**src/sv/aorf_ram.sv**
```systemverilog
// Generic single-write, single-read synchronous RAM with a registered read port.
// A read and a write to one address in the same cycle return the old data.
module aorf_ram #(
   parameter int WIDTH = 8,
   parameter int DEPTH = 16
) (
   input  logic                     clock,
   input  logic                     wr_en,
   input  logic [$clog2(DEPTH)-1:0] wr_addr,
   input  logic [WIDTH-1:0]         wr_data,
   input  logic                     rd_en,
   input  logic [$clog2(DEPTH)-1:0] rd_addr,
   output logic [WIDTH-1:0]         rd_data
);

   logic [WIDTH-1:0] mem_ff [DEPTH];
   logic [WIDTH-1:0] rd_data_ff;

   always_ff @(posedge clock) begin
      if (wr_en) begin
         mem_ff[wr_addr] <= wr_data;
      end
      if (rd_en) begin
         rd_data_ff <= mem_ff[rd_addr];
      end
   end

   assign rd_data = rd_data_ff;

endmodule

```
**config.mk**
```make
export PLATFORM = sky130hd
export DESIGN_NAME = aorf_ram
export DESIGN_NICKNAME = d
export VERILOG_FILES = /design/src/sv/aorf_ram.sv
export SDC_FILE = /design/constraint.sdc
export NUM_CORES = 1
export LEC_CHECK = 0
export ABC_AREA = 1
export BUFFER_PORTS_ARGS = -buffer_cell sky130_fd_sc_hd__buf_2
export CAP_MARGIN = 5
export CORE_UTILIZATION = 40
export CTS_CLUSTER_DIAMETER = 60
export DETAILED_ROUTE_END_ITERATION = 12
export GPL_TIMING_DRIVEN = 0
export PLACE_DENSITY = 0.53
export SKIP_LAST_GASP = 1
export SLEW_MARGIN = 20
export SYNTH_ARGS = -nofsm -noshare
export SYNTH_HDL_FRONTEND = slang
export SYNTH_SLANG_ARGS = --single-unit
```
**constraint.sdc**
```tcl
create_clock -name clock -period 2.3 [get_ports clock]
set_input_delay 0.115 -clock clock [delete_from_list [all_inputs] [get_ports clock]]
set_output_delay 0.115 -clock clock [all_outputs]
set_load 0.05 [all_outputs]
```
Word level (Yosys, flattened, before mapping)
Memories as Yosys holds them, arrays and structs flattened. A register that Yosys moved wholly into a read port is not among the register bits.
Index checks and enable logic that the tools add are counted.
{"block": "word_totals", "ff_bits": 0, "latchBits": 0, "ramBits": 128, "romBits": 0, "inputBits": 19, "output_inout_bits": 8, "elab_cells": 3, "mem_count": 1}
{"block": "op_classes", "add_sub_neg": 0, "mul": 0, "div": 0, "order_cmp": 0, "eq_ne": 0, "n_shift": 0, "mux": 2, "bitwise_logic": 0, "reduce_logical": 0}
{"name": "mem_ff", "words": 16, "word_bits": 8, "rd": 1, "rd_clocked_by_memory_dff": 1, "wr": 1, "line": "16", "source": "logic [WIDTH-1:0] mem_ff [DEPTH];"}
{"operator": "2-to-1 mux 1 bit", "count": 2}

Longest topological paths before layout
Gate-level depths: netlist of the first run.
{"block": "logic_depth", "depth_word": 2, "mapped_depth": 8, "depth_no_buf": 7}

Worst setup path before layout of the first run
No wires, ideal clock.
{"block": "synth_path", "path_kind": "input to register", "startpoint": "input wr_addr[2]", "endpoint": "memory mem_ff[10][0] (enable)", "setup_ns": 0.370, "arrival_time_ns": 0.696, "required_ns": 1.930, "path_slack_ns": 1.234, "path_stages": 2, "path_buffers": 0, "cell_sequence": "nand3b_1 > nor2_1"}
{"item": "from (decl)", "line": "9", "source": "input logic [$clog2(DEPTH)-1:0] wr_addr,"}
{"item": "to (decl)", "line": "16"}
Straight into the memory's write port.

==> metrics.txt, run 1 <==
Ports=27; Global Route Usage Sum=0.209; Initial Util=0.415; Synth warnings=0; WHS=0.0569 ns; port bufs=23; final setup TNS=0 ns; Final setup viols=0; Max H-tree Level=4; Final ANT Viol Nets=0; vias in the first global route=3686; average wire per standard cell=18.2 um; Synth Cell Area=around 6000 um^2; hold_buf cts=0; Clk pin slew, worst setup/hold paths=0.06 ns; area occupied by multi-input gates=1210 um^2; status=complete, no violations; Fillers=1338; crit path max fanout=1; vias=3840; Worst Path Arrival=around 1.4 ns; syn_nets=between 500 and 600; clock latency on the worst-skew pair=0.42 ns; Avg Cell Area, Syn=roughly 11 um^2; clock skew=0.00615 ns; peak supply drop=0.000477 V; vias per inst=4.90; drc violations=0; Worst slew margin=0.376; crit start category=register; Post-Route WL=roughly 14000 um; critical path capture point type=register; Area Overhead vs Synth=15.5%; PwrDens=between 800 and 900 nW/um^2; register area share after synthesis=0.698; PnR worst setup slack=1.09 ns; post-synth cell types=11; Pins Over Slew Limit=0; Crit-path slowest cell=edfxtp_1; final net count=612; Least-Margin Pin Slew=0.932 ns; # diodes=0; final hold vios=0; Final HPWL DP=9500 um; largest net degree at the start of global routing=17; Cell Rows=between 40 and 50; clk sinks=roughly 140; Util after Layout=0.479; register area=roughly 4000 um^2; RSZ-0062 raised after global routing=no; CTS Buf Count=17; CTS tree=yes; first-pass GRT wire length=21700 um; Root Driver=clkbuf_16; CTS max path bufs=2; setup slack at placement=0.653 ns; minimum clock period=1.21 ns; max cap viols=0; Critical Path RT=2.46 ns; # resized after CTS=0; #FFs+latches synth=approximately 140; Die ar.=15100 um^2; leakage=2.90 nW; Tcrit/Tclk final=0.525; Worst Hold Class=in2reg; initial antenna violation count=0; worst stage delay on the critical path=0.36 ns; Synth Instances=551; fmax=828 MHz; CP Cell Sequence=inv_1, nand2_1, nand3_1, nand3_1, nand3_1, nand2_1; Setup CP Type=reg2reg; Design Power=5.85 mW; Post-CTS Setup Inserts=0; Die W=123 um; Iter 0 DRT Violations=309; die height=123 um; CP most frequent cell=nand3_1; share of cells above drive strength 1=0.123; core area=14100 um^2; GP Congestion=around 0.90; Remaining Overflow, GRT=0; Initial DRT Pass Iterations=5
## worst paths after layout
kind / startpoint / to / slack, ns / cells past startpoint
setup / recovery: mem_ff[11][1]$_DFFE_PP_ / rd_data[1]$_DFFE_PP_ / 1.09 / 6
hold / removal: rd_en / rd_data[3]$_DFFE_PP_ / 0.06 / 1
setup reg to reg: mem_ff[11][1]$_DFFE_PP_ / rd_data[1]$_DFFE_PP_ / 1.09 / 6
hold reg to reg: mem_ff[0][0]$_DFFE_PP_ / rd_data[0]$_DFFE_PP_ / 0.78 / 6
## logic make-up after synthesis
| logic type | Yosys count | synth area share |
|---|---|---|
| DFF | 136 | 0.698 |
| and+or+nand+nor | 289 | 0.208 |
| buffers and inverters | 126 | 0.0939 |
## metrics by stage
step	area [um^2]	cells
finish	6750	784
global route	6750	784
CTS	6750	784
detailed placement	6190	754
global placement	6190	754
floorplan	5850	551
## synth_stat cells
cell type | instances | share of area
buf_1 | 1 | 0.00064
buf_2 | 13 | 0.011
buf_4 | 4 | 0.0051
buf_6 | 6 | 0.012
edfxtp_1 | 136 | 0.70
inv_1 | 100 | 0.064
inv_2 | 2 | 0.0013
nand2_1 | 173 | 0.11
nand3_1 | 97 | 0.083
nand3b_1 | 2 | 0.0026
nor2_1 | 17 | 0.011
## cell type report
class / count / share of cell area
plain buffers: 24 / 0.0246
multi-input cells: 289 / 0.180
well taps: 180 / 0.0334
inverters: 102 / 0.0567
clock inverters: 11 / 0.0196
repair buffers: 23 / 0.0170
clock buffers: 19 / 0.0641
flip-flops and latches: 136 / 0.605
## placed cells by master, fill, tap and decap left out, types with 3 or more instances in the layout
cell type  netlist  layout
clkbuf_16        0      17
buf_4            4       4
nand3_1         97      97
nor2_1          17      17
buf_6            6       6
buf_2           13      36
inv_1          100     100
edfxtp_1       136     136
bufinv_16        0       3
nand2_1        173     173
clkinv_2         0       4
## sequential cells by signal, indices dropped and copies added, names as in the netlist
name     cells
rd_data      8
mem_ff     128
## layer usage
layer  up-vias  share of wire  track usage
met4         0          0.025       0.0846
met2       131           0.43        0.305
met5         -              0            0
met1      1818           0.48        0.300
li1       1868              -            -
met3        23          0.058       0.0498
## critical path: cells and delay by family (launching register included)
family	cells	cell delay (ns)
buf+inv	1	0.07
flops	1	0.36
simple gates	5	0.51
## report_power, final
| part | total, mW | switching [mW] | internal, mW | leakage [nW] |
|---|---|---|---|---|
| sequential | 2.81 | 0.0124 | 2.79 | 1.24 |
| clock | 2.64 | 0.969 | 1.67 | 0.273 |
| combinational | 0.402 | 0.298 | 0.104 | 1.39 |
| total | 5.85 | 1.28 | 4.57 | 2.90 |
Power figures use the tool's default switching activity.
==> run 2, diff against run 1 <==
PLACE_DENSITY = 0.55   (was 0.53)
clock period = 1 ns   (was 2.3 ns; I/O delays follow)
==> run 2 against run 1 <==
The run now ends with setup timing left. Sequential power grew 130%. Die area is the same. Hold slack gained 0.0014 ns. Count of clock-buffer cells in the layout is the same. Non-clock buffer count grew 1. Clock power grew 150%. Wire length grew 1.1%. Design area grew 7.2%. Largest power group is now clock.
==> metrics.txt, run 2 (synthesis gave the netlist of run 1 again) <==
busiest grt layer=met1; vias=3874; die height=123 um; CTS max path bufs=2; final net count=between 600 and 700; CTS tree=yes; clock skew=0.00993 ns; fmax=901 MHz; Ports=27; max reg flops=128; Clk pin slew, worst setup/hold paths=0.05 ns; drc violations=0; Worst Path Arrival=1.29 ns; Global Route Usage Sum=0.210; Worst Hold Class=in2reg; Tcrit/Tclk final=1.11; PwrDens=1950 nW/um^2; initial antenna violation count=0; Die W=about 120 um; minimum clock period=between 1 and 1.5 ns; Die ar.=15100 um^2; status=finished, violations left; Pins Over Slew Limit=0; crit start category=register; peak supply drop=between 0.001 and 0.0015 V; # diodes=0; RSZ-0062 raised after global routing=yes; Final setup viols=16; commonest non-fill, non-tap cell in the layout=nand2_1; met3 global-route usage=0.0452; share of cells above drive strength 1=0.275; PnR worst setup slack=-0.110 ns; final std cells w/o fill=between 700 and 800; met2 usage=0.303; Largest Register=mem_ff; final hold vios=0; failing checks=setup timing; max cap viols=0; Post-Route WL=14400 um; vias in the first global route=3707; Iter 0 DRT Violations=321; Least-Margin Pin Slew=~0.57 ns; most frequent cells in the layout=nand2_1 (151), edfxtp_1 (136), inv_1 (99), nand3_2 (56), nand3_1 (41); CTS Buf Count=17; Final HPWL DP=9390 um; Cell Rows=43; Initial DRT Pass Iterations=5; Initial Util=0.415; Remaining Overflow, GRT=0; average wire per standard cell=18.3 um; dpl cells=754; Worst slew margin=0.621; Max H-tree Level=4; final instance area=7240 um^2; crit path max fanout=1; clk sinks=between 100 and 150; Root Driver=clkbuf_16; first-pass GRT wire length=around 22000 um; Setup CP Type=reg2reg; Post-CTS Setup Inserts=0; port bufs=23; core area=around 14000 um^2; clock latency on the worst-skew pair=0.43 ns; met1 Use GR=0.306; vias per inst=4.92; largest net degree at the start of global routing=17; leakage=3.06 nW; GP Congestion=approximately 0.80; area post-placement=6190 um^2; Critical Path RT=roughly 1.2 ns; Area Overhead vs Synth=23.8%; critical path capture point type=register; Final ANT Viol Nets=0
==> run 2: repair_timing <==
| action | in CTS | in global routing |
|---|---|---|
| hold buffers | 1 | 0 |
| resized for setup | 44 | 67 |
| pin swaps | 16 | 26 |
| setup endpoints to repair | 58 | 96 |
| hold endpoints to repair | 8 | 0 |
==> run 2: final timing paths <==
| kind | startpoint | to | slack [ns] | depth (start not counted) |
|---|---|---|---|---|
| setup reg to reg | mem_ff[14][7]$_DFFE_PP_ | rd_data[7]$_DFFE_PP_ | -0.11 | 6 |
| setup / recovery | mem_ff[14][7]$_DFFE_PP_ | rd_data[7]$_DFFE_PP_ | -0.11 | 6 |
| hold reg to reg | mem_ff[5][5]$_DFFE_PP_ | rd_data[5]$_DFFE_PP_ | 0.78 | 6 |
| hold / removal | wr_data[1] | mem_ff[9][1]$_DFFE_PP_ | 0.06 | 1 |
==> run 2: cell type report <==
class,instances,area [um^2]
multi-input cells,289,1590
well taps,180,225
flip-flops and latches,136,4080
repair buffers,24,175
plain buffers,24,166
fillers,1230,6860
clock buffers,19,433
inverters,102,383
clock inverters,13,183
==> run 2: per-stage QoR <==
step,setup TNS (ns),hold WS (ns),power (mW),util,setup WS (ns)
after floorplan,-0.0540,0.149,7.12,-,-0.000845
after global placement,-57.38,0.382,7.48,0.439,-0.559
after detailed placement,-59.15,0.397,7.49,0.439,-0.568
after CTS,-1.24,0.0500,14.1,0.495,-0.103
after global routing,-1.42,0.0623,14.5,0.513,-0.151
final,-0.734,0.0583,14.1,0.513,-0.110
==> run 2: routing by layer <==
layer  vias to the layer above  share of wire
met5                         -              0
met4                         0          0.020
met3                        28          0.069
met2                       148           0.45
met1                      1833           0.46
li1                       1865              -
==> run 2: power by group <==
part           internal [mW]  total, mW  switching (mW)  leakage (nW)
sequential              6.43       6.46          0.0349          1.24
combinational          0.323       1.09           0.765          1.52
clock                   4.35       6.56            2.21         0.300
total                   11.1       14.1            3.01          3.06
==> run 2: critical path, stage by stage (launching register included) <==
cell      delay (ns)
edfxtp_1        0.37
inv_1           0.07
nand2_1         0.07
nand3_2         0.11
nand3_2         0.08
nand3_1         0.10
nand2_1         0.07
==> run 3, diff against run 2 <==
ABC_AREA = 0   (was 1)
ABC_CLOCK_PERIOD_IN_PS = 1000   (was not set)
MAX_ROUTING_LAYER = met4   (was not set)
==> run 3 against run 2 <==
The flow still finishes with violations (setup timing). Count of clock-buffer cells in the layout decreased by 2. Hold slack got worse by 0.025 ns. Cell count decreased by 42%. Design area decreased by 11%. Sequential share of layout area increased by 7.2 points. Setup slack got worse by 0.36 ns. First-iteration DRC count decreased by 42%. Critical path type unchanged. Largest power group unchanged. Highest routed layer unchanged.
==> metrics.txt, run 3 <==
status=finished, violations left; failing checks=setup timing; area occupied by multi-input gates=1170 um^2; Final setup viols=19; share of cells above drive strength 1=0.427; Top delay family on crit path=multiplexers; first-pass GRT wire length=14900 um; critical path capture point type=register; count leader, synth=edfxtp_1; initial antenna violation count=0; vias per inst=5.14; register area=4080 um^2; PwrDens=2160 nW/um^2; Worst Hold Class=in2reg; Max H-tree Level=4; peak supply drop=roughly 0.0013 V; average wire per standard cell=22.0 um; PnR worst setup slack=-0.472 ns; Clk pin slew, worst setup/hold paths=0.06 ns; post-synth cell types=18; GP Congestion=0.699; Synth Cell Area=5230 um^2; synth cell count leaders=edfxtp_1 (136), mux4_2 (18), a22oi_1 (16); worst path buffer plus inverter count=0; Largest Register=mem_ff; Worst Hold Path Cells=1; worst stage delay on the critical path=0.52 ns; commonest non-fill, non-tap cell in the layout=edfxtp_1; Worst Path Arrival=between 1.5 and 2 ns; drc violations=0; crit start category=register; CTS Buf Count=17; Tcrit/Tclk final=1.47; Post-Route WL=10100 um; max reg flops=between 100 and 150; Synth Instances=229; WHS=around 0.034 ns; Die ar.=13500 um^2; CTS tree=yes; RSZ-0062 raised after global routing=yes; Root Driver=clkbuf_16; #FFs+latches synth=about 140; Pins Over Slew Limit=0; final net count=approximately 290; Design Power=roughly 14 mW; register area share after synthesis=0.781; main flop type after synthesis=edfxtp_1; Remaining Overflow, GRT=0; syn_nets=248; Crit-path slowest cell=mux4_2; FF-to-FF path depth=3; Fillers=1004; Hold EP=mem_ff[15][6]$_DFFE_PP_; r2r endpoint=rd_data[0]$_DFFE_PP_; # diodes=0; die height=116 um; crit path max fanout=1; Final HPWL DP=6420 um; Critical Path RT=around 1.2 ns; Ports=27; most frequent cells in the layout=edfxtp_1 (136), mux4_2 (32), buf_2 (20), clkbuf_16 (17); largest net degree at the start of global routing=17; Iter 0 DRT Violations=187; Area Overhead vs Synth=22.8%; clk sinks=136; Die W=116 um; Hold Crit Start=wr_data[6]; Least-Margin Pin Slew=0.825 ns; port bufs=25; Reg-to-Reg Start=mem_ff[6][0]$_DFFE_PP_; vias=2366; clock latency on the worst-skew pair=0.41 ns; core area=12700 um^2; Initial Util=0.413; Post-synth ARST share=0; Synth top area share=0.781; Synth area leaders=edfxtp_1 (78%), mux4_2 (7.8%), mux4_1 (7.0%); Post-synth EDFFs=136; fmax=679 MHz; Initial DRT Pass Iterations=4; Synth area leader=edfxtp_1; Avg Cell Area, Syn=22.8 um^2; Cell Rows=41; CP Cell Sequence=mux4_2, a22oi_2, nand2_1; Final ANT Viol Nets=0; clock skew=0.0126 ns; CTS max path bufs=2; minimum clock period=1.47 ns; setup slack, reg-to-reg=-0.47 ns; leakage=2.06 nW; Setup CP Type=reg2reg; max cap viols=0; vias in the first global route=2420; Synth warnings=0; final hold vios=0; Global Route Usage Sum=0.171; Worst slew margin=0.448
## run 3: repair_timing
item	4_1_cts	5_1_grt
pin swaps	1	2
hold endpoints to repair	6	0
hold buffers	1	0
buffers inserted	1	0
resized for setup	24	10
setup endpoints to repair	48	59
## run 3: cell type report
type                            instances  area share
Sequential cell                       136       0.636
Multi-Input combinational cell         83       0.182
Clock buffer                           17      0.0663
Tap cell                              172      0.0335
Clock inverter                         15      0.0322
Timing Repair Buffer                   27      0.0320
Buffer                                 10      0.0179
## run 3: worst max path at each step
stage                                start                   end  slack, ns  depth (start not counted)
finish              mem_ff[6][0]$_DFFE_PP_  rd_data[0]$_DFFE_PP_      -0.47                          3
global route        mem_ff[6][0]$_DFFE_PP_  rd_data[0]$_DFFE_PP_      -0.50                          3
CTS                 mem_ff[6][0]$_DFFE_PP_  rd_data[0]$_DFFE_PP_      -0.49                          3
detailed placement              rd_addr[1]  rd_data[0]$_DFFE_PP_      -0.68                          5
global placement                rd_addr[1]  rd_data[0]$_DFFE_PP_      -0.64                          5
floorplan           mem_ff[3][0]$_DFFE_PP_  rd_data[0]$_DFFE_PP_      -0.27                          3
## run 3: metrics by stage
stage / cells / utilization / worst slack [ns] / setup TNS [ns] / instance area, um^2
2_1_floorplan: 229 / - / -0.266 / -4.38 / 5280
3_3_place_gp: 426 / 0.444 / -0.644 / -53.73 / 5620
6_report: 460 / 0.507 / -0.472 / -3.73 / 6420
3_5_place_dp: 426 / 0.444 / -0.682 / -53.29 / 5620
4_1_cts: 460 / 0.503 / -0.490 / -3.64 / 6370
5_1_grt: 460 / 0.507 / -0.498 / -6.45 / 6420
## run 3: power by group
group | total (mW) | internal [mW] | switching, mW
sequential | 6.46 | 6.43 | 0.0347
combinational | 0.827 | 0.324 | 0.504
clock | 6.58 | 4.38 | 2.20
## run 3: cells by family after synthesis
logic type,share of synthesized area
flops,0.781
simple gates,0.0314
mux,0.148
compound gates,0.0230
buf+inv,0.0165
## run 3: routing by layer
layer	track usage	wire length, um	vias to the layer above	share of wire
met5	-	0	-	0
met4	0.0692	129	0	0.013
met3	0.0285	400	8	0.040
met2	0.262	5110	54	0.51
met1	0.229	4470	1240	0.44
li1	-	-	1064	-
