File: src/sv/aorf_pkg.sv
// Shared constants and types for the array operand register file core.
// Used by the control stage, the row stage and the top level; no dependencies.
package aorf_pkg;

   localparam int RING_DEPTH_DEF = 16;
   localparam int ROW_BYTES_DEF  = 16;
   localparam int BEAT_BYTES     = 16;
   localparam int CTRL_W         = 3;

   localparam logic [2:0] KERNEL_BASE_MASK = 3'h7;

   typedef struct packed {
      logic              row_valid;
      logic              row_last;
      logic              offset;
      logic              hit;
      logic              sel;
      logic [CTRL_W-1:0] state;
   } meta_type;

endpackage

File: src/sv/aorf_row.sv
// Back stage: picks the entry read from the RAMs, applies the offset and
// holds the result beat in the output register. Depends on aorf_pkg.
module aorf_row #(
   parameter int ROW_BYTES = 16
) (
   input  logic                       clock,
   input  logic                       reset,
   input  logic                       accept,
   input  aorf_pkg::meta_type         meta,
   input  logic [(ROW_BYTES+2)*8-1:0] dout_p,
   input  logic [(ROW_BYTES+2)*8-1:0] dout_s,
   input  logic                       rsp_stall,
   output logic                       in_stall,
   output logic                       rsp_valid,
   output logic                       rsp_row_valid,
   output logic                       rsp_row_last,
   output logic [63:0]                rsp_row_data_low,
   output logic [63:0]                rsp_row_data_high,
   output logic [2:0]                 rsp_controller_state
);

   import aorf_pkg::*;

   localparam int ENTRY_BYTES = ROW_BYTES + 2;

   logic                        s1_valid_ff, s1_valid_in;
   meta_type                    s1_meta_ff;
   logic                        out_valid_ff, out_valid_in;
   logic                        out_row_valid_ff, out_row_last_ff;
   logic [127:0]                out_data_ff;
   logic [CTRL_W-1:0]           out_state_ff;
   logic                        s1_go;
   logic                        show;
   logic [ENTRY_BYTES-1:0][7:0] ent;
   logic [15:0][7:0]            row;

   assign ent  = s1_meta_ff.sel ? dout_s : dout_p;
   assign show = s1_meta_ff.row_valid & s1_meta_ff.hit;

   for (genvar g = 0; g < 16; g++) begin : g_row
      if (g < ROW_BYTES) begin : g_used
         assign row[g] = !show ? 8'h00 : (s1_meta_ff.offset ? ent[g+2] : ent[g]);
      end else begin : g_pad
         assign row[g] = 8'h00;
      end
   end

   assign s1_go        = s1_valid_ff & (~out_valid_ff | ~rsp_stall);
   assign in_stall     = s1_valid_ff & ~s1_go;
   assign s1_valid_in  = accept | (s1_valid_ff & ~s1_go);
   assign out_valid_in = s1_go | (out_valid_ff & rsp_stall);

   always_ff @(posedge clock) begin
      if (reset) begin
         s1_valid_ff  <= 1'b0;
         out_valid_ff <= 1'b0;
      end else begin
         s1_valid_ff  <= s1_valid_in;
         out_valid_ff <= out_valid_in;
      end
   end

   always_ff @(posedge clock) begin
      if (accept) begin
         s1_meta_ff <= meta;
      end
      if (s1_go) begin
         out_row_valid_ff <= s1_meta_ff.row_valid;
         out_row_last_ff  <= s1_meta_ff.row_last;
         out_data_ff      <= row;
         out_state_ff     <= s1_meta_ff.state;
      end
   end

   assign rsp_valid            = out_valid_ff;
   assign rsp_row_valid        = out_row_valid_ff;
   assign rsp_row_last         = out_row_last_ff;
   assign rsp_row_data_low     = out_data_ff[63:0];
   assign rsp_row_data_high    = out_data_ff[127:64];
   assign rsp_controller_state = out_state_ff;

endmodule

File: config.mk
export PLATFORM = sky130hd
export DESIGN_NAME = aorf_row
export DESIGN_NICKNAME = d
export VERILOG_FILES = /design/src/sv/aorf_pkg.sv /design/src/sv/aorf_row.sv
export SDC_FILE = /design/constraint.sdc
export NUM_CORES = 1
export LEC_CHECK = 0
export BUFFER_PORTS_ARGS = -buffer_cell sky130_fd_sc_hd__clkbuf_2
export CAP_MARGIN = 5
export CELL_PAD_IN_SITES_DETAIL_PLACEMENT = 1
export CELL_PAD_IN_SITES_GLOBAL_PLACEMENT = 1
export CORE_AREA = 2 2 170 172
export DETAILED_ROUTE_END_ITERATION = 8
export DIE_AREA = 0 0 172 174
export MAX_ROUTING_LAYER = met4
export PLACE_DENSITY_LB_ADDON = 0.15
export SYNTH_ARGS = -nofsm -noshare
export SYNTH_HDL_FRONTEND = slang
export SYNTH_SLANG_ARGS = --single-unit
File: constraint.sdc
create_clock -name clock -period 29.8 [get_ports clock]
set_input_delay 0 -clock clock [delete_from_list [all_inputs] [get_ports clock]]
set_output_delay 0 -clock clock [all_outputs]
set_load 0.01 [all_outputs]
## Word level (Yosys, flattened, before mapping)

Cells that the tools add are included.

| word-level totals | value |
|---|---|
| register bits | 143 |
| bits in latches | 0 |
| bits in writable memories | 0 |
| bits in read-only memories | 0 |
| memories | 0 |

| cells by class | value |
|---|---|
| $add $sub $neg | 0 |
| multiply operators | 0 |
| divide/modulo/power cells | 0 |
| $lt $le $gt $ge | 0 |
| equality and inequality tests | 0 |
| shift operators | 0 |
| muxes and demuxes | 17 |
| bitwise gates (word level) | 10 |
| reductions and logical operators | 0 |

Operators by type and width:

| operator | count |
|---|---|
| $mux W144 | 1 |
| $mux W8 | 16 |
| $and A1 B1 Y1 | 4 |
| $not A1 Y1 | 3 |
| $or A1 B1 Y1 | 3 |

## Depth between registers and ports, before layout

Gate-level depths: netlist of the first run.

| logic depth | value |
|---|---|
| depth after elaboration | 6 |
| gate-level depth with buffers | 5 |

## Worst setup path after synthesis of the first run

No wires, ideal clock.

| path | value |
|---|---|
| path type | register to register |
| from | reg out_valid_ff, in the netlist rsp_valid |
| to | reg out_data_ff[0] (enable) |
| library setup time | 0.829 ns |
| arrival | 9.979 ns |
| slack | 18.992 ns |
| stages on the path, launching flop included | 2 |
| period minus slack after synthesis | 10.808 ns |
| cells stage by stage | dfxtp_1 a21boi_0 |

| between the ends | value |
|---|---|
| word-level cells in the longest chain between the ends | 3 |

RTL lines:

| what | line | RTL |
|---|---|---|
| start: declaration | aorf_row.sv:28 | `logic out_valid_ff, out_valid_in;` |
| start signal: assignment | aorf_row.sv:59 | `out_valid_ff <= out_valid_in;` |
| $not A1 Y1 | aorf_row.sv:48 | `assign s1_go = s1_valid_ff & (~out_valid_ff \| ~rsp_stall);` |
| $or A1 B1 Y1 | aorf_row.sv:48 |  |
| $and A1 B1 Y1 | aorf_row.sv:48 |  |
| named net s1_go | aorf_row.sv:32 | `logic s1_go;` |
| end signal: assignment | aorf_row.sv:70 | `out_data_ff <= row;` |
| end: declaration | aorf_row.sv:30 | `logic [127:0] out_data_ff;` |

The timed path passes the listed nets, and every way through them passes these cells.
A chain may end at the register's enable or synchronous reset.

## Final worst setup path of the first run

| path | value |
|---|---|
| from | reg s1_meta_ff[3] (netlist name) |
| to | reg out_data_ff[116], data pin |

| between the ends | value |
|---|---|
| word-level cells in the longest chain between the ends | 2 |

RTL lines:

| what | line | RTL |
|---|---|---|
| start: declaration | aorf_row.sv:27 | `meta_type s1_meta_ff;` |
| start signal: assignment | aorf_row.sv:65 | `s1_meta_ff <= meta;` |
| $mux W144 | aorf_row.sv:37 | `assign ent = s1_meta_ff.sel ? dout_s : dout_p;` |
| $mux W8 | aorf_row.sv:42 | `assign row[g] = !show ? 8'h00 : (s1_meta_ff.offset ? ent[g+2] : ent[g]);` |

Every way passes these cells.

==> results of run 1 <==
==> logic make-up after synthesis <==
group	share of synthesized area
AOI/OAI and AO/OA	0.120
buffers and inverters	0.0378
DFF	0.627
muxes	0.211
and+or+nand+nor	0.00385
==> layer usage <==
metal	up-vias	share of wire	GRT usage	routed length, µm
met5	-	0	-	0
met4	0	0.025	0.0599	755
met3	33	0.084	0.0521	2490
met2	324	0.50	0.340	14700
met1	3132	0.39	0.225	11700
li1	3014	-	-	-
==> final timing paths <==
check	end	slack (ns)
setup reg to reg	out_data_ff[116]	26.90
setup / recovery	out_data_ff[116]	26.90
hold reg to reg	rsp_controller_state[1]	0.42
hold / removal	out_data_ff[17]	0.002
==> sequential cells by signal (all words and copies together), names as in the netlist <==
name                  cells
s1_valid_ff               1
s1_meta_ff                8
rsp_row_last              1
rsp_valid                 1
rsp_controller_state      3
rsp_row_valid             1
out_data_ff             128
==> power by group <==
group	switching, mW	leakage, nW	total, mW	internal, mW
logic	0.0576	3.44	0.111	0.0532
registers	0.00343	1.39	0.239	0.235
clock network	0.0944	0.292	0.221	0.126
==> through the flow <==
| stage | instance area (µm²) | total power [mW] | instances | hold WS, ns |
|---|---|---|---|---|
| finish | 11200 | 0.570 | 1405 | 0.00236 |
| global route | 11200 | 0.592 | 1405 | 0.00757 |
| CTS | 11200 | 0.578 | 1405 | 0.000578 |
| detailed placement | 9300 | 0.339 | 1248 | 0.179 |
| global placement | 9300 | 0.338 | 1248 | 0.179 |
| floorplan | 6820 | 0.294 | 467 | 0.0724 |
==> cell usage after synthesis, drive strengths merged <==
cell | n | share of area
mux2i | 144 | 0.21
edfxtp | 141 | 0.62
o22ai | 128 | 0.12
buf | 25 | 0.027
clkbuf | 19 | 0.010
dfxtp | 2 | 0.0059
nor2 | 2 | 0.0011
a21boi | 1 | 0.0011
a21oi | 1 | 0.00073
a31oi | 1 | 0.00092
and3 | 1 | 0.00092
nand3 | 1 | 0.00073
nand3b | 1 | 0.0011
==> layout make-up <==
class	count	area, µm²
sequential	143	4270
clock inverter	15	171
fill	3194	17100
multi-input combinational	280	2310
clock buffer	17	425
tap	384	480
timing repair buffer	566	3490
==> tightest hold or removal path, stage by stage <==
cell	delay (ns)
clkbuf_2	0.08
mux2i_1	0.08
o22ai_1	0.12
==> results.tsv, run 1 <==
stage	metric	value	unit
run_status	status	finished clean	
worst_setup_path	Reg2Reg Depth	5	
synth	synthesized instance count	467	
flow_run	MaxCap Viol Count	0	
worst_setup_path	Critical path origin	s1_meta_ff[3]	
cts	Sink Count	143	
final_layout	Ant. Diodes	0	
cts	clk buf depth	2	
sta	Max-slew headroom	0.309	
detailed_routing	Post-Route WL	29.7	mm
power	PwrDens	51.1	mW/mm²
final_layout	# nets final	1308	
cts	root buffer cell	clkbuf_16	
sta	endpoints failing hold	0	
worst_setup_path	worst r2r src	s1_meta_ff[3]	
synth	Synthesized Nets	767	
sta	final worst slack	26.90	ns
worst_setup_path	crit path capture type	register	
sta	Tcrit/Tclk final	0.0974	
synth	flops & latches, synth	143	
detailed_routing	residual DRC count	0	
worst_setup_path	critical path data required time	29.97	ns
hold_path	Worst Hold Path Cells	3	
worst_setup_path	critical path's top delay family	buffers and inverters	
global_routing	gr usage total	0.198	
sta	skew final	0.0140	ns
detailed_routing	first-pass detailed-route iteration total	4	
cts	post_cts resized	0	
worst_setup_path	slowest stage delay, CP	0.59	ns
placed_design	GPL Wtd Cong	0.730	
sta	RSZ-0062 raised after global routing	false	
cts	CTS tree	built	
worst_setup_path	Worst EP arrival	3.07	ns
floorplan	IO Pins	435	
synth	syn_area_per_cell	14.6	µm²
sta	setup_tns	0	ns
floorplan	full die area	0.0299	mm²
final_layout	most common cell after layout, fill and taps aside	clkbuf_2	
hold_path	worst hold-check path type	input port to register	
worst_setup_path	CP startpoint kind	register	
worst_setup_path	Crit Path Max Fanout	120	
cts	hold_buf cts	125	
worst_setup_path	cell count along the critical path	5	
worst_setup_path	Worst path most repeated cell	dlygate4sd3_1	
hold_path	min-delay src	dout_s[17]	
global_routing	first-pass GRT wire length	42.1	mm
floorplan	Die H	174	µm
sta	Max Clk Rate	345	MHz
placed_design	Detail Placement HPWL	22.3	mm
final_layout	share of cells above drive strength 1	0.464	
final_layout	Layout area overhead	63.5	%
global_routing	largest net degree at the start of global routing	121	
worst_setup_path	CP Cell Sequence	buf_12 -> mux2i_1 -> dlygate4sd3_1 -> o22ai_1 -> dlygate4sd3_1	
worst_setup_path	slowest CP cell	dlygate4sd3_1	
sta	Final Max Slew Viols	0	
synth	Seq/Total Area, Yosys	0.627	
power	Max IR drop VDD	0.0000306	V
final_layout	Final Util	0.395	
floorplan	Die X	172	µm
floorplan	area of the core	0.0282	mm²
floorplan	initial core utilization	0.241	
detailed_routing	Vias	6503	
worst_setup_path	crit path buf inv count	3	
synth	synth unique cells	16	
sta	minimum clock period	2.90	ns
global_routing	total grt overflow	0	
synth	Synth warnings	0	
detailed_routing	First DRT Iteration DRCs	323	
cts	setup repair bufs after CTS	0	
placed_design	Post-Place Worst Slack	27.32	ns
final_layout	most frequent cells in the layout	434 x clkbuf_2, 144 x mux2i_1, 141 x edfxtp_1	
detailed_routing	DR WL/cell	21.1	µm
worst_setup_path	CP Class	register to register	
power	static leakage	5.12	nW
cts	worst-skew pair later-pin latency	0.42	ns
detailed_routing	DR vias/cell	4.63	
cts	Clock H-tree levels	4	
cts	Num CTS Buffers	17	
floorplan	row cnt	62	
sta	Worst-Margin Slew	1.03	ns
sta	setup violators final	0	
global_routing	vias in the first global route	6941	
detailed_routing	Post-DRT Antenna Nets	0	
global_routing	antenna violations before repair	0	
synth	Cell Area, Synth	0.00682	mm²
cts	clock slew at reported path FFs	0.07	ns
placed_design	count of input and output buffers	434	
Power figures use the tool's default switching activity.
==> inputs of run 2 (changes only) <==
--- a/config.mk
+++ b/config.mk
@@ -9,9 +9,9 @@
 export CAP_MARGIN = 5
 export CELL_PAD_IN_SITES_DETAIL_PLACEMENT = 1
 export CELL_PAD_IN_SITES_GLOBAL_PLACEMENT = 1
-export CORE_AREA = 2 2 170 172
+export CORE_AREA = 2 2 171 173
 export DETAILED_ROUTE_END_ITERATION = 8
-export DIE_AREA = 0 0 172 174
+export DIE_AREA = 0 0 173 175
 export MAX_ROUTING_LAYER = met4
 export PLACE_DENSITY_LB_ADDON = 0.15
 export SYNTH_ARGS = -nofsm -noshare
==> constraint.sdc (replaced) <==
create_clock -name clock -period 2.4 [get_ports clock]
set_input_delay 0 -clock clock [delete_from_list [all_inputs] [get_ports clock]]
set_output_delay 0 -clock clock [all_outputs]
set_load 0.01 [all_outputs]
==> run 2 against run 1 <==
  * First-iteration DRC count is 5.0% lower
  * Non-clock buffer count grew 45
  * Clock power rose to 12 times the previous value
  * Utilization is 1.6 points higher
  * Sequential share of layout area is 1.7 points lower
  * Count of clock-buffer cells in the layout is 2 higher
  * Cell area grew 4.6%
  * Die area increased by 1.2%
  * Combinational power rose to 13 times the previous value
  * Largest cell class unchanged
  * Highest routed layer unchanged
==> results.tsv, run 2 (synthesized netlist as in run 1, its figures left out) <==
stage	metric	value	unit
cts	root buffer cell	clkbuf_16	
detailed_routing	top routing layer used	met4	
detailed_routing	DR vias/cell	4.61	
run_status	status	finished clean	
floorplan	Die H	175	µm
worst_setup_path	Reg2Reg Depth	6	
detailed_routing	Vias	6693	
sta	skew final	0.0125	ns
sta	Worst-Margin Slew	0.598	ns
final_layout	# nets final	1353	
final_layout	most frequent cells in the layout	434 x clkbuf_2, 152 x dlygate4sd3_1, 144 x mux2i_1	
global_routing	vias in the first global route	7349	
detailed_routing	First DRT Iteration DRCs	307	
cts	Clock H-tree levels	4	
placed_design	count of input and output buffers	434	
worst_setup_path	slowest stage delay, CP	0.57	ns
detailed_routing	DR WL/cell	21.6	µm
worst_setup_path	slowest CP cell	dlygate4sd3_1	
hold_path	worst hold-check path type	input port to register	
global_routing	first-pass GRT wire length	45.9	mm
worst_setup_path	Worst EP arrival	2.43	ns
detailed_routing	Post-Route WL	31.3	mm
detailed_routing	residual DRC count	0	
power	static leakage	5.35	nW
sta	setup_tns	0	ns
worst_setup_path	CP Class	register to register	
final_layout	Layout area overhead	71.0	%
power	PwrDens	613	mW/mm²
detailed_routing	first-pass detailed-route iteration total	4	
sta	Max Clk Rate	438	MHz
final_layout	Top reg by flops	out_data_ff	
worst_setup_path	critical path data required time	2.55	ns
floorplan	Die X	173	µm
worst_setup_path	setup slack, reg-to-reg	0.12	ns
floorplan	initial core utilization	0.240	
cts	Num CTS Buffers	17	
worst_setup_path	CP Cell Sequence	buf_12 -> buf_12 -> buf_4 -> mux2i_1 -> dlygate4sd3_1 -> o22ai_1	
floorplan	full die area	0.0303	mm²
sta	Max-slew headroom	0.590	
cts	post_cts resized	0	
final_layout	most common cell after layout, fill and taps aside	clkbuf_2	
worst_setup_path	CP startpoint kind	register	
cts	clk buf depth	2	
cts	clock slew at reported path FFs	0.07	ns
floorplan	IO Pins	435	
sta	setup violators final	0	
worst_setup_path	Worst path most repeated cell	buf_12	
cts	Sink Count	143	
global_routing	antenna violations before repair	1	
sta	RSZ-0062 raised after global routing	false	
sta	Final Max Slew Viols	0	
final_layout	share of cells above drive strength 1	0.462	
final_layout	max reg flops	128	
worst_setup_path	worst r2r src	s1_meta_ff[3]	
global_routing	largest net degree at the start of global routing	82	
placed_design	GPL Wtd Cong	0.801	
cts	worst-skew pair later-pin latency	0.42	ns
cts	CTS tree	built	
final_layout	Final Util	0.411	
worst_setup_path	crit path capture type	register	
global_routing	total grt overflow	0	
sta	minimum clock period	2.28	ns
worst_setup_path	r2r endpoint	out_data_ff[122]	
worst_setup_path	Worst setup endpoint	out_data_ff[122]	
floorplan	area of the core	0.0284	mm²
sta	endpoints failing hold	0	
worst_setup_path	Crit Path Max Fanout	26	
detailed_routing	Post-DRT Antenna Nets	0	
detailed_routing	DR WL met3	1.99	mm
sta	Tcrit/Tclk final	0.950	
detailed_routing	M1 wire length	12.6	mm
placed_design	Detail Placement HPWL	23.5	mm
flow_run	MaxCap Viol Count	0	
power	Power Total	7.15	mW
global_routing	gr usage total	0.210	
worst_setup_path	Critical path origin	s1_meta_ff[3]	
power	Max IR drop VDD	0.000364	V
floorplan	row cnt	62	
detailed_routing	met2 WL post-DR	16.0	mm
## run 2: area by class of cell
class | count | area (µm²)
sequential | 143 | 4280
multi-input combinational | 280 | 2310
timing repair buffer | 611 | 4010
fill | 3172 | 16700
antenna | 1 | 2.50
clock buffer | 19 | 433
tap | 384 | 480
clock inverter | 13 | 151
## run 2: worst min path at each step
stage	startpoint	to	slack (ns)	depth (start not counted)
2_1_floorplan	reset	rsp_valid	0.06	1
3_3_place_gp	meta[4]	s1_meta_ff[4]	0.18	1
3_5_place_dp	meta[2]	s1_meta_ff[2]	0.18	1
4_1_cts	dout_p[5]	out_data_ff[5]	0.0006	3
5_1_grt	dout_p[29]	out_data_ff[29]	0.02	3
6_report	dout_s[90]	out_data_ff[90]	0.01	3
## run 2: per-layer routing
metal / GRT usage / up-vias
li1: - / 3110
met1: 0.240 / 3239
met2: 0.363 / 314
met3: 0.0516 / 30
met4: 0.0621 / 0
met5: - / -
## run 2: where the power goes
part / switching, mW / leakage, nW / internal [mW] / total [mW]
registers: 0.0477 / 1.39 / 2.92 / 2.97
logic: 0.736 / 3.67 / 0.741 / 1.48
clock network: 1.15 / 0.284 / 1.56 / 2.71
## run 2: critical path, delay by kind of cell, from the launching register on
family	cells	cell delay (ns)
buffers and inverters	4	1.22
DFF	1	0.48
muxes	1	0.20
AOI/OAI and AO/OA	1	0.07
## run 2: repair_timing
item,4_1_cts,5_1_grt
buffers inserted,0,1
endpoints found under the setup margin,0,3
hold endpoints to repair,83,0
hold buffers,152,0
## run 2: stage by stage
step	area, µm²	hold WS (ns)	std cells	worst slack, ns
floorplan	6830	0.0650	467	-0.599
finish	11700	0.0127	1451	0.119
global route	11700	0.0181	1451	0.0108
CTS	11700	0.000565	1449	0.0738
detailed placement	9550	0.180	1265	0.381
global placement	9550	0.179	1265	0.415
