### config.mk
export PLATFORM = sky130hd
export DESIGN_NAME = aorf_ctrl
export DESIGN_NICKNAME = d
export VERILOG_FILES = /design/src/sv/aorf_pkg.sv /design/src/sv/aorf_ctrl.sv
export SDC_FILE = /design/constraint.sdc
export NUM_CORES = 1
export LEC_CHECK = 0
export ABC_AREA = 1
export BUFFER_PORTS_ARGS = -buffer_cell sky130_fd_sc_hd__buf_2
export CORE_AREA = 3 3 181 183
export DETAILED_ROUTE_END_ITERATION = 10
export DIE_AREA = 0 0 184 186
export PLACE_DENSITY = 0.6
export SLEW_MARGIN = 20
export SYNTH_ARGS = -nofsm -noshare
export SYNTH_HDL_FRONTEND = slang
export SYNTH_SLANG_ARGS = --single-unit
### constraint.sdc
create_clock -name clock -period 6.6 [get_ports clock]
set_input_delay 0.33 -clock clock [delete_from_list [all_inputs] [get_ports clock]]
set_output_delay 0.33 -clock clock [all_outputs]
set_load 0.005 [all_outputs]
### src/sv/aorf_pkg.sv
// Shared constants and types for the array operand register file core.
// Used by the control stage, the row stage and the top level; no dependencies.
package aorf_pkg;

   localparam int RING_DEPTH_DEF = 16;
   localparam int ROW_BYTES_DEF  = 16;
   localparam int BEAT_BYTES     = 16;
   localparam int CTRL_W         = 3;

   localparam logic [2:0] KERNEL_BASE_MASK = 3'h7;

   typedef struct packed {
      logic              row_valid;
      logic              row_last;
      logic              offset;
      logic              hit;
      logic              sel;
      logic [CTRL_W-1:0] state;
   } meta_type;

endpackage

### src/sv/aorf_ctrl.sv
// Front stage: loading controller, ring pointers, burst counter and entry writes.
// Depends on aorf_pkg; drives the entry RAMs and the row stage.
module aorf_ctrl #(
   parameter int RING_DEPTH = 16,
   parameter int ROW_BYTES  = 16
) (
   input  logic                          clock,
   input  logic                          reset,
   input  logic                          accept,
   input  logic                          req_clear,
   input  logic                          req_write_valid,
   input  logic [63:0]                   req_write_data_low,
   input  logic [63:0]                   req_write_data_high,
   input  logic [15:0]                   req_byte_mask,
   input  logic                          req_shift_mode,
   input  logic                          req_stride_mode,
   input  logic [3:0]                    req_kernel_size,
   input  logic                          req_read_enable,
   output aorf_pkg::meta_type            meta,
   output logic [$clog2(RING_DEPTH)-1:0] rd_addr,
   output logic                          wr_en_p,
   output logic [$clog2(RING_DEPTH)-1:0] wr_addr_p,
   output logic [(ROW_BYTES+2)*8-1:0]    wr_data_p,
   output logic                          wr_en_s,
   output logic [$clog2(RING_DEPTH)-1:0] wr_addr_s,
   output logic [(ROW_BYTES+2)*8-1:0]    wr_data_s
);

   import aorf_pkg::*;

   localparam int PTR_W       = $clog2(RING_DEPTH);
   localparam int CNT_W       = $clog2(RING_DEPTH + 1);
   localparam int HALF        = RING_DEPTH / 2;
   localparam int ENTRY_BYTES = ROW_BYTES + 2;

   localparam logic [CTRL_W-1:0] ST_IDLE     = 3'd0;
   localparam logic [CTRL_W-1:0] ST_LOADING  = 3'd1;
   localparam logic [CTRL_W-1:0] ST_PADDING  = 3'd2;
   localparam logic [CTRL_W-1:0] ST_SHIFTING = 3'd3;
   localparam logic [CTRL_W-1:0] ST_STRIDING = 3'd4;
   localparam logic [CTRL_W-1:0] ST_STRSHIFT = 3'd5;
   localparam logic [CTRL_W-1:0] ST_STORING  = 3'd6;

   logic [CTRL_W-1:0]       state_ff, state_in, state_nxt;
   logic [PTR_W-1:0]        wp_ff, wp_in, wp_next;
   logic [CNT_W-1:0]        fill_ff, fill_in, fill_div;
   logic [PTR_W-1:0]        lrp_ff, lrp_in, lrp_next;
   logic [PTR_W-1:0]        hrp_ff, hrp_in, hrp_next;
   logic [7:0]              burst_ff, burst_in;
   logic                    high_ff, high_in;
   logic                    armed_ff, armed_in;
   logic [BEAT_BYTES*8-1:0] prev_ff, prev_in;
   logic [RING_DEPTH-1:0]   vld_ff, vld_in;
   logic [RING_DEPTH-1:0]   ins_ff, ins_in;

   logic [127:0]                        data_all;
   logic [BEAT_BYTES-1:0][7:0]          beat;
   logic [BEAT_BYTES-1:0][7:0]          prev;
   logic [ENTRY_BYTES-1:0][7:0]         ent_p, ent_s;
   logic [2:0]                          base;
   logic [1:0]                          ext_p1;
   logic [4:0]                          cycles;
   logic                                last, offset, use_high;
   logic [PTR_W-1:0]                    idx;
   logic [CNT_W-1:0]                    lrp_inc;
   logic [PTR_W:0]                      h_sum;
   logic [PTR_W-1:0]                    h_addr;

   assign data_all = {req_write_data_high, req_write_data_low};
   assign prev     = prev_ff;

   always_comb begin
      for (int i = 0; i < BEAT_BYTES; i++) begin
         beat[i] = req_byte_mask[i] ? data_all[i*8 +: 8] : 8'h00;
      end
   end

   for (genvar g = 0; g < ROW_BYTES; g++) begin : g_entry
      assign ent_p[g] = beat[g];
      if (2 * g + 1 < BEAT_BYTES) begin : g_odd
         assign ent_s[g] = beat[2*g+1];
      end else begin : g_prev
         assign ent_s[g] = prev[2*g+1-BEAT_BYTES];
      end
   end
   assign ent_p[ROW_BYTES]   = beat[0];
   assign ent_p[ROW_BYTES+1] = beat[1];
   assign ent_s[ROW_BYTES]   = beat[2];
   assign ent_s[ROW_BYTES+1] = beat[3];

   always_comb begin
      unique case (state_ff)
         ST_IDLE:     state_nxt = (req_write_valid && req_kernel_size != 4'd0) ?
                                  ST_LOADING : ST_IDLE;
         ST_LOADING: begin
            if (!req_write_valid)      state_nxt = ST_LOADING;
            else if (req_shift_mode)   state_nxt = ST_SHIFTING;
            else if (req_stride_mode)  state_nxt = ST_STRIDING;
            else                       state_nxt = ST_PADDING;
         end
         ST_PADDING:  state_nxt = req_write_valid ? ST_LOADING : ST_STORING;
         ST_SHIFTING: state_nxt = (req_stride_mode && req_write_valid) ?
                                  ST_STRIDING : ST_PADDING;
         ST_STRIDING: state_nxt = (req_shift_mode && req_write_valid) ?
                                  ST_STRSHIFT : ST_PADDING;
         ST_STRSHIFT: state_nxt = req_write_valid ? ST_PADDING : ST_STRSHIFT;
         ST_STORING:  state_nxt = req_write_valid ? ST_LOADING : ST_STORING;
         default:     state_nxt = (req_write_valid && req_kernel_size != 4'd0) ?
                                  ST_LOADING : ST_IDLE;
      endcase
   end

   always_comb begin
      base     = req_kernel_size[2:0] & KERNEL_BASE_MASK;
      if (base == 3'd0) begin
         base = 3'd1;
      end
      ext_p1   = 2'd1 + {1'b0, req_kernel_size >= 4'd2} + {1'b0, req_stride_mode};
      cycles   = 5'(base) * {3'b000, ext_p1};
      last     = burst_ff == {3'b000, cycles - 5'd1};
      offset   = (req_kernel_size <= 4'd3) && (burst_ff >= {5'b00000, base});
      use_high = req_shift_mode && high_ff;
      idx      = use_high ? hrp_ff : lrp_ff;

      fill_div = (fill_ff == '0) ? CNT_W'(1) : fill_ff;
      lrp_inc  = CNT_W'(lrp_ff) + CNT_W'(1);
      lrp_next = (lrp_inc >= fill_div) ? '0 : PTR_W'(lrp_inc);
      hrp_next = (hrp_ff == PTR_W'(RING_DEPTH - 1)) ? '0 : hrp_ff + PTR_W'(1);
      wp_next  = (wp_ff == PTR_W'(RING_DEPTH - 1)) ? '0 : wp_ff + PTR_W'(1);
      h_sum    = {1'b0, wp_ff} + (PTR_W+1)'(HALF);
      h_addr   = (h_sum >= (PTR_W+1)'(RING_DEPTH)) ?
                 PTR_W'(h_sum - (PTR_W+1)'(RING_DEPTH)) : PTR_W'(h_sum);
   end

   always_comb begin
      state_in = req_clear ? ST_IDLE : state_nxt;
      wp_in    = wp_ff;
      fill_in  = fill_ff;
      lrp_in   = lrp_ff;
      hrp_in   = hrp_ff;
      burst_in = burst_ff;
      high_in  = high_ff;
      armed_in = armed_ff;
      prev_in  = prev_ff;
      vld_in   = vld_ff;
      ins_in   = ins_ff;
      if (req_clear) begin
         wp_in    = '0;
         fill_in  = '0;
         lrp_in   = '0;
         hrp_in   = PTR_W'(HALF);
         burst_in = '0;
         high_in  = 1'b0;
         armed_in = 1'b0;
      end else begin
         armed_in = armed_ff | req_read_enable;
         if (armed_ff) begin
            if (last) begin
               burst_in = '0;
               armed_in = req_read_enable;
               if (req_shift_mode) begin
                  high_in = ~high_ff;
               end
            end else begin
               burst_in = burst_ff + 8'd1;
               if (use_high) begin
                  hrp_in = hrp_next;
               end else begin
                  lrp_in = lrp_next;
               end
            end
         end
         if (req_write_valid) begin
            prev_in        = beat;
            wp_in          = wp_next;
            fill_in        = (fill_ff == CNT_W'(RING_DEPTH)) ? fill_ff : fill_ff + CNT_W'(1);
            vld_in[wp_ff]  = 1'b1;
            ins_in[wp_ff]  = 1'b0;
            if (req_shift_mode) begin
               vld_in[h_addr] = 1'b1;
               ins_in[h_addr] = 1'b1;
            end
         end
      end
   end

   always_ff @(posedge clock) begin
      if (reset) begin
         state_ff <= ST_IDLE;
         wp_ff    <= '0;
         fill_ff  <= '0;
         lrp_ff   <= '0;
         hrp_ff   <= PTR_W'(HALF);
         burst_ff <= '0;
         high_ff  <= 1'b0;
         armed_ff <= 1'b0;
         prev_ff  <= '0;
         vld_ff   <= '0;
         ins_ff   <= '0;
      end else if (accept) begin
         state_ff <= state_in;
         wp_ff    <= wp_in;
         fill_ff  <= fill_in;
         lrp_ff   <= lrp_in;
         hrp_ff   <= hrp_in;
         burst_ff <= burst_in;
         high_ff  <= high_in;
         armed_ff <= armed_in;
         prev_ff  <= prev_in;
         vld_ff   <= vld_in;
         ins_ff   <= ins_in;
      end
   end

   always_comb begin
      meta.row_valid = ~req_clear & armed_ff;
      meta.row_last  = ~req_clear & armed_ff & last;
      meta.offset    = ~req_clear & armed_ff & offset;
      meta.hit       = vld_ff[idx];
      meta.sel       = ins_ff[idx];
      meta.state     = state_in;
   end

   assign rd_addr   = idx;
   assign wr_en_p   = accept & ~req_clear & req_write_valid;
   assign wr_addr_p = wp_ff;
   assign wr_data_p = ent_p;
   assign wr_en_s   = accept & ~req_clear & req_write_valid & req_shift_mode;
   assign wr_addr_s = h_addr;
   assign wr_data_s = ent_s;

endmodule

Yosys cells after proc, flatten, opt, wreduce, memory -nomap -nowiden
Cells that the tools add are included.
W data, S select, Z words.
{"block": "word_totals", "mem_bits_rw": 0, "mem_bits_ro": 0, "latchBits": 0, "n_memories": 0, "reg_bits": 190}
{"block": "op_classes", "div": 0, "n_lt_le_gt_ge": 10, "mul": 1, "n_eq_ne": 13, "bitwise": 14, "n_mux": 66, "shift": 0, "n_reduce_logical": 23, "n_addsub": 10}
{"op": "$mux W8", "count": 19}
{"op": "$mux W4", "count": 15}
{"op": "$or A16 B16 Y16", "count": 3}
{"op": "$mux W16", "count": 2}
{"op": "$mux W3", "count": 9}
{"op": "$mux W5", "count": 4}
{"op": "$and A16 B16 Y16", "count": 1}
{"op": "$not A16 Y16", "count": 1}
{"op": "$lt A4 B5 Y1 const B", "count": 3}
{"op": "$pmux W3 S5", "count": 1}
{"op": "$mux W1", "count": 12}
{"op": "$reduce_and A4 Y1", "count": 3}
{"op": "$reduce_bool A2 Y1", "count": 5}
{"op": "$eq A3 B3 Y1 const B", "count": 3}
{"op": "$add A4 B1 Y4 const B", "count": 2}
{"op": "$add A8 B1 Y8 const B", "count": 1}
{"op": "$bmux W1 S4", "count": 2}
{"op": "$demux W1 S4", "count": 2}
{"op": "$eq A4 B4 Y1 const B", "count": 2}
{"op": "$eq A8 B5 Y1", "count": 1}
{"op": "$ge A4 B1 Y1 const B", "count": 2}
{"op": "$ge A8 B3 Y1", "count": 1}
{"op": "$logic_and A1 B1 Y1", "count": 7}
{"op": "$and A1 B1 Y1", "count": 6}
{"op": "24 further kinds", "count": 30}

Logic depth before layout (Yosys ltp)
Gate-level depths: netlist of run 1.
{"block": "logic_depth", "ltp_word": 9, "depth_mapped": 21, "depth_no_buf": 20}

Worst setup path before layout of run 1
Ideal clock, no wire load.
{"block": "synth_timing", "path_type": "in2out", "start": "input port req_kernel_size[2]", "end": "output port meta[6] (netlist bit)", "setup_slack_ns": 3.518, "arrival_time_ns": 2.752, "cell_stages": 16, "n_path_buf": 2, "cell_sequence": "buf_6 > nor3_1 > ha_1 > inv_1 > nand2_1 > ha_1 > inv_1 > ha_1 > fa_1 > nand2_1 > nand2_1 > nand3_1 > nor2_1 > nand4_2 > buf_6 > nor2_1"}
{"element": "start, declared", "line_no": "aorf_ctrl.sv:17", "rtl": "input logic [3:0] req_kernel_size,"}
{"element": "end, declared", "line_no": "aorf_ctrl.sv:19", "rtl": "output aorf_pkg::meta_type meta,"}

==> results.toml, run 1 <==
[status]
run_status = "complete, no violations"

[yosys]
synthDistinctLibCells = 39
post-synth-top-area-fraction_pct = 32.25
synth_area_per_cell_um2 = 6.572
post-synth-top-count-cell = "nand2_1"
yosysTopAreaCell = "dfxtp_1"
syn_inst = 1190
ys_ff_latch = 126
seq_area_frac_synth_pct = 32.25
ys.flop_type = "dfxtp_1"
synth_common_cells = "266 x nand2_1, 235 x inv_1, 126 x dfxtp_1, 105 x buf_4, 102 x a21oi_1"
synth_warnings = 0
synth_edf_count = 0
synth.area.top_cells = "dfxtp_1 32%, nand2_1 13%, inv_1 11%"
syn-num-nets = 1370
syn_area_um2 = 7821
async_reset_ff_share_pct = 0

[floorplanning]
dieArea_um2 = 34220
die_height_um = 186
num_rows = 65
die_w_um = 184
coreArea_um2 = 31390
io_pins = 466
initial_core_util_pct = 24.91

[timing]
setup_tns_ns = 0
worst_slew_pin_slew_ns = 0.7808
max_freq_mhz = 275.2
setup_violations = 0
hold_viol = 0
rsz0062_at_grt = "no"
fin_hold_ws_ns = 0.1737
max-slew-margin-rel_pct = 47.40
post-route-period-util_pct = 55.06
fin_crit_ns = 3.634
maxSlewViolCount = 0
fin_skew_ns = 0.005584

[grt]
gr-usage-all-layers_pct = 15.35
grt.overflow.total = 0
first_global_vias = 7722
antenna_found_initial = 1
grt_max_degree = 85
grt_pass1_wl_mm = 41.10

[flow_run]
maxCapViolations = 0

[worst_setup_path]
crit_chain = "buf_2 > nor3_1 > ha_1 > inv_1 > nand2_1 > ha_1 > inv_1 > ha_1 > fa_1 > nand2_1 > nand2_1 > nand3_1 > nor2_1 > nand4_2 > nor2_1 > buf_2"
cpPeakStageDelay_ns = 0.50
slowest_stage = "fa_1"
crit_buf_inv = 4
start_kind = "primary input"
cp_max_fo = 11
end_kind = "output port"
crit_type = "primary input to output port"
critical_path_arrival_ns = 3.30
cp.required_ns = 6.27
cp_top_family = "adder cells"

[final_layout]
nNetsFinal = 1704
syn2layout_area_growth_pct = 31.44
drive_gt1_share_pct = 34.90
num-fill-cells = 3466

[power_and_ir_drop]
ir_drop_uv = 168.5
p_leak_nw = 6.162
switching_share_pct = 29.11
p_switching_w = 0.0006420
cellPowerDensity_nw_per_um2 = 214.6
p_int_w = 0.001564
pwr-share-seq_pct = 36.6
pwr-share-clk_pct = 44.5
pwr-share-comb_pct = 18.9

[place]
dpl.hpwl_mm = 22.63
port_buffers = 465
gp_congestion = 0.8659

[clock_network]
cts_max_level = 4
clk_pin_slew_ns = 0.06
post_cts_buffers = 0
cts_num_sinks = 126
holdBufCountCts = 0
cts-resized-gates = 0
cts_root_buf = "clkbuf_16"
cts_tree = "built"
ctsLongestPathBuffers = 2
insertion_delay_ns = 0.42
cts_inserted_buffers = 17

[route]
vias = 8331
routed_via_density = 4.297
drcViolationCount = 0
drt-initial-drc-count = 295
ant_nets = 0
dr.pass1.iters = 4
wl_per_cell_um = 14.50
finalWirelength_mm = 28.11

[hold_path]
hp-class = "primary input to flip-flop"
==> stage by stage <==
step,instances,setup WS (ns),total power [W],instance area [µm²],utilization [%]
floorplan,1190,3.518,0.001084,7821,-
global placement,1907,3.025,0.001239,9663,30.78
detailed placement,1907,2.919,0.001245,9663,30.78
CTS,1938,2.911,0.002236,10270,32.71
global route,1938,2.607,0.002319,10280,32.74
finish,1939,2.966,0.002206,10280,32.75
==> registers in the layout, summed over array words and instances, names as in the netlist, 4 cells and up <==
name       count
lrp_ff         4
burst_ff       8
fill_ff        5
vld_ff        16
wr_addr_p      4
ins_ff        16
hrp_ff         4
prev          64
==> power by group through the flow <==
stage / combinational, W / sequential [W] / clock (W)
final: 0.000418 / 0.000807 / 0.000981
after global routing: 0.000472 / 0.000811 / 0.00104
after CTS: 0.000423 / 0.000807 / 0.00101
after detailed placement: 0.000421 / 0.000823 / 0
after global placement: 0.000416 / 0.000823 / 0
after floorplan: 0.000261 / 0.000823 / 0
==> kinds of logic (layout without fill, tap and decap cells) <==
logic type / after synthesis / count (layout) / share of synthesized area, %
buffers and inverters: 395 / 741 / 24.62
other: 0 / 1 / 0
AND/OR/NAND/NOR: 410 / 410 / 22.22
XOR/XNOR: 8 / 8 / 0.8959
adder cells (fa/ha/maj): 24 / 24 / 3.935
AO/OA/AOI/OAI: 227 / 227 / 16.08
flip-flops: 126 / 126 / 32.25
==> placed cells by master (no fill, tap or decap), types with 3 or more instances in the layout <==
| master | Yosys | final |
|---|---|---|
| nand4_1 | 16 | 16 |
| o211ai_1 | 10 | 10 |
| inv_1 | 235 | 234 |
| nor2_2 | 10 | 10 |
| dfxtp_1 | 126 | 126 |
| clkbuf_16 | 0 | 17 |
| nand2_2 | 4 | 4 |
| buf_4 | 105 | 4 |
| nand3_1 | 37 | 37 |
| nor3_1 | 8 | 8 |
| a31oi_1 | 8 | 8 |
| a21oi_1 | 102 | 102 |
| nand2_1 | 266 | 266 |
| ha_1 | 23 | 23 |
| buf_2 | 13 | 465 |
| nor2_1 | 60 | 60 |
| xor2_1 | 7 | 7 |
| a211oi_2 | 4 | 4 |
| bufinv_16 | 0 | 3 |
| o21ai_1 | 3 | 3 |
| clkinv_4 | 0 | 4 |
| inv_2 | 5 | 6 |
| o31ai_1 | 3 | 3 |
| o21ai_0 | 84 | 84 |
| clkinvlp_4 | 0 | 4 |
| a211oi_1 | 4 | 4 |
==> cell type report <==
class	instances	area, µm²	share of cell area, %
flip-flops and latches	126	2522	24.54
repair buffers	469	2357	22.93
well taps	402	503.0	4.893
clock inverters	12	163.9	1.594
multi-input cells	669	3381	32.89
diodes	1	2.502	0.02434
clock buffers	19	442.9	4.309
inverters	241	907.1	8.824
==> worst reg2reg max path, delay by kind of cell (launching register included) <==
family	cells	cell delay, ns
adders and majority gates	2	0.55
buffers and inverters	1	0.08
and+or+nand+nor	9	0.83
xor gates and xnor gates	1	0.13
DFF	1	0.43
==> worst paths after layout <==
check | from | endpoint | slack [ns] | cells past startpoint
setup reg to reg | lrp_ff[0] | lrp_ff[2] | 4.51 | 13
hold reg to reg | ins_ff[1] | ins_ff[1] | 0.46 | 2
hold / removal | req_write_data_high[12] | prev[76] | 0.17 | 3
setup / recovery | req_kernel_size[2] | meta[6] | 2.97 | 16
==> layer usage <==
layer / GRT usage, % / vias up / share of wire (%)
li1: - / 4252 / -
met1: 16.04 / 3741 / 38
met2: 29.28 / 309 / 52
met3: 4.808 / 27 / 7.6
met4: 4.748 / 2 / 1.8
met5: 0 / - / 0.046
Power figures use the tool's default switching activity.
==> run 2, diff against run 1 <==
Settings changed: CORE_AREA 3 3 181 183 to 3 3 182 184, DIE_AREA 0 0 184 186 to 0 0 185 187, PLACE_DENSITY 0.6 to 0.61.
Clock period 6.6 ns to 3.3 ns, I/O delays scaled along.
==> results.toml, run 2 (same netlist as run 1, synthesis figures left out) <==
[clock_network]
cts_max_level = 4
post_cts_buffers = 0
cts_root_buf = "clkbuf_16"
clk_pin_slew_ns = 0.06
cts_tree = "built"
insertion_delay_ns = 0.42
cts_inserted_buffers = 17
ctsLongestPathBuffers = 2
cts_num_sinks = 126

[timing]
setup_violations = 0
max_freq_mhz = 329.0
setup_tns_ns = 0
max-slew-margin-rel_pct = 55.99
fin_crit_ns = 3.039
hold_viol = 0
worst_slew_pin_slew_ns = 0.6602
setup_ws_ns = 0.2607
post-route-period-util_pct = 92.10
maxSlewViolCount = 0
rsz0062_at_grt = "no"
fin_skew_ns = 0.005451

[grt]
grt.overflow.total = 0
first_global_vias = 8253
antenna_found_initial = 2
gr-usage-all-layers_pct = 15.66
grt_max_degree = 73
grt_pass1_wl_mm = 43.17

[floorplanning]
io_pins = 466
die_height_um = 187
die_w_um = 185
initial_core_util_pct = 24.79
dieArea_um2 = 34600
coreArea_um2 = 31560
num_rows = 65

[final_layout]
nNetsFinal = 1739
drive_gt1_share_pct = 34.41
largest_reg_flops = 64
num_antenna_cells = 0
final_cell_mix = "465 x buf_2, 266 x nand2_1, 234 x inv_1"
num-fill-cells = 3442
final_common_cell = "buf_2"
syn2layout_area_growth_pct = 35.50

[route]
vias = 8565
drt-initial-drc-count = 354
routed_via_density = 4.339
ant_nets = 0
dr.pass1.iters = 5
finalWirelength_mm = 28.41
wl_per_cell_um = 14.39
drcViolationCount = 0

[worst_setup_path]
start_kind = "primary input"
critical_path_arrival_ns = 2.87
slowest_stage = "fa_1"
cpPeakStageDelay_ns = 0.50
crit_chain = "buf_2 > nor3_2 > ha_1 > inv_1 > nand2_1 > ha_1 > inv_1 > ha_1 > fa_1 > nand2_1 > nand2_1 > nand3_1 > nor2_1 > nand4_2 > nor2_2 > buf_2"
crit_type = "primary input to output port"
reg2reg_depth = 13
ff2ff_setup_slack_ns = 1.22
cp_max_fo = 8
cp.required_ns = 3.13
rr_startpoint = "lrp_ff[0]"
r2r_end = "lrp_ff[1]"
end_kind = "output port"

[power_and_ir_drop]
p_leak_nw = 6.297
ir_drop_uv = 299.2
cellPowerDensity_nw_per_um2 = 408.4

[hold_path]
hp-class = "primary input to flip-flop"
whs_endpoint = "prev[89]"
min_path_cells = 3
min_from = "req_write_data_high[25]"

[flow_run]
maxCapViolations = 0

[place]
port_buffers = 465
gp_congestion = 0.8381
dpl.hpwl_mm = 22.60
dp_slack_ns = 0.1410

[status]
run_status = "complete, no violations"
[run 2: cell types whose count changed in the layout (fill, tap and decap cells not counted), moves of 2 or more]
| cell | previous run | this run |
|---|---|---|
| clkinv_4 | 4 | 2 |
| dlygate4sd3_1 | 0 | 33 |
| clkinv_2 | 0 | 2 |
| bufinv_16 | 3 | 1 |
[run 2: layer usage]
layer  GRT usage [%]  vias up  part of all wire, %
li1                -     4311                    -
met3           4.337       31                  7.1
met5               0        -                0.074
met4           4.762        4                  2.0
met1           16.55     3885                   38
met2           29.73      334                   52
[run 2: timing repair]
item,4_1_cts,5_1_grt
endpoints found under the setup margin,0,1
hold buffers,33,0
endpoints found under the hold margin,33,0
resized for setup,0,2
[run 2: stage by stage]
| stage | hold slack, ns | total power, W | instances | cell area (µm²) | utilization, % |
|---|---|---|---|---|---|
| finish | 0.02460 | 0.004329 | 1974 | 10600 | 33.58 |
| floorplan | 0.3294 | 0.002168 | 1190 | 7821 | - |
| global placement | 0.4358 | 0.002481 | 1909 | 9691 | 30.71 |
| CTS | 0.0002921 | 0.004389 | 1974 | 10590 | 33.56 |
| detailed placement | 0.4451 | 0.002493 | 1909 | 9691 | 30.71 |
| global route | 0.01682 | 0.004565 | 1974 | 10600 | 33.58 |
[run 2: report_power, final]
group          switching, W  internal (W)  total, W
combinational      0.000502      0.000368  0.000870
clock              0.000762       0.00108   0.00184
sequential        0.0000383       0.00158   0.00162
[run 2: how the worst max path moves through the flow]
stage / to / from / cells past startpoint / slack, ns
2_1_floorplan: lrp_ff[0] / req_kernel_size[2] / 19 / 0.53
6_report: meta[6] / req_kernel_size[2] / 16 / 0.26
3_5_place_dp: lrp_ff[2] / req_kernel_size[2] / 19 / 0.14
5_1_grt: meta[6] / req_kernel_size[2] / 17 / 0.02
4_1_cts: meta[6] / req_kernel_size[2] / 16 / 0.15
3_3_place_gp: lrp_ff[3] / req_kernel_size[2] / 19 / 0.20
[run 2: layout make-up]
class / count / area [µm²] / area share, %
clock buffers: 20 / 456.7 / 4.309
clock inverters: 12 / 112.6 / 1.063
inverters: 241 / 907.1 / 8.560
multi-input cells: 669 / 3381 / 31.90
flip-flops and latches: 126 / 2522 / 23.80
well taps: 402 / 503.0 / 4.746
repair buffers: 504 / 2715 / 25.62
[run 2: critical path, delay by kind of cell]
family / cells / cell delay (ns)
adder cells (fa/ha/maj): 4 / 1.24
AND/OR/NAND/NOR: 8 / 1.00
buffers and inverters: 4 / 0.47
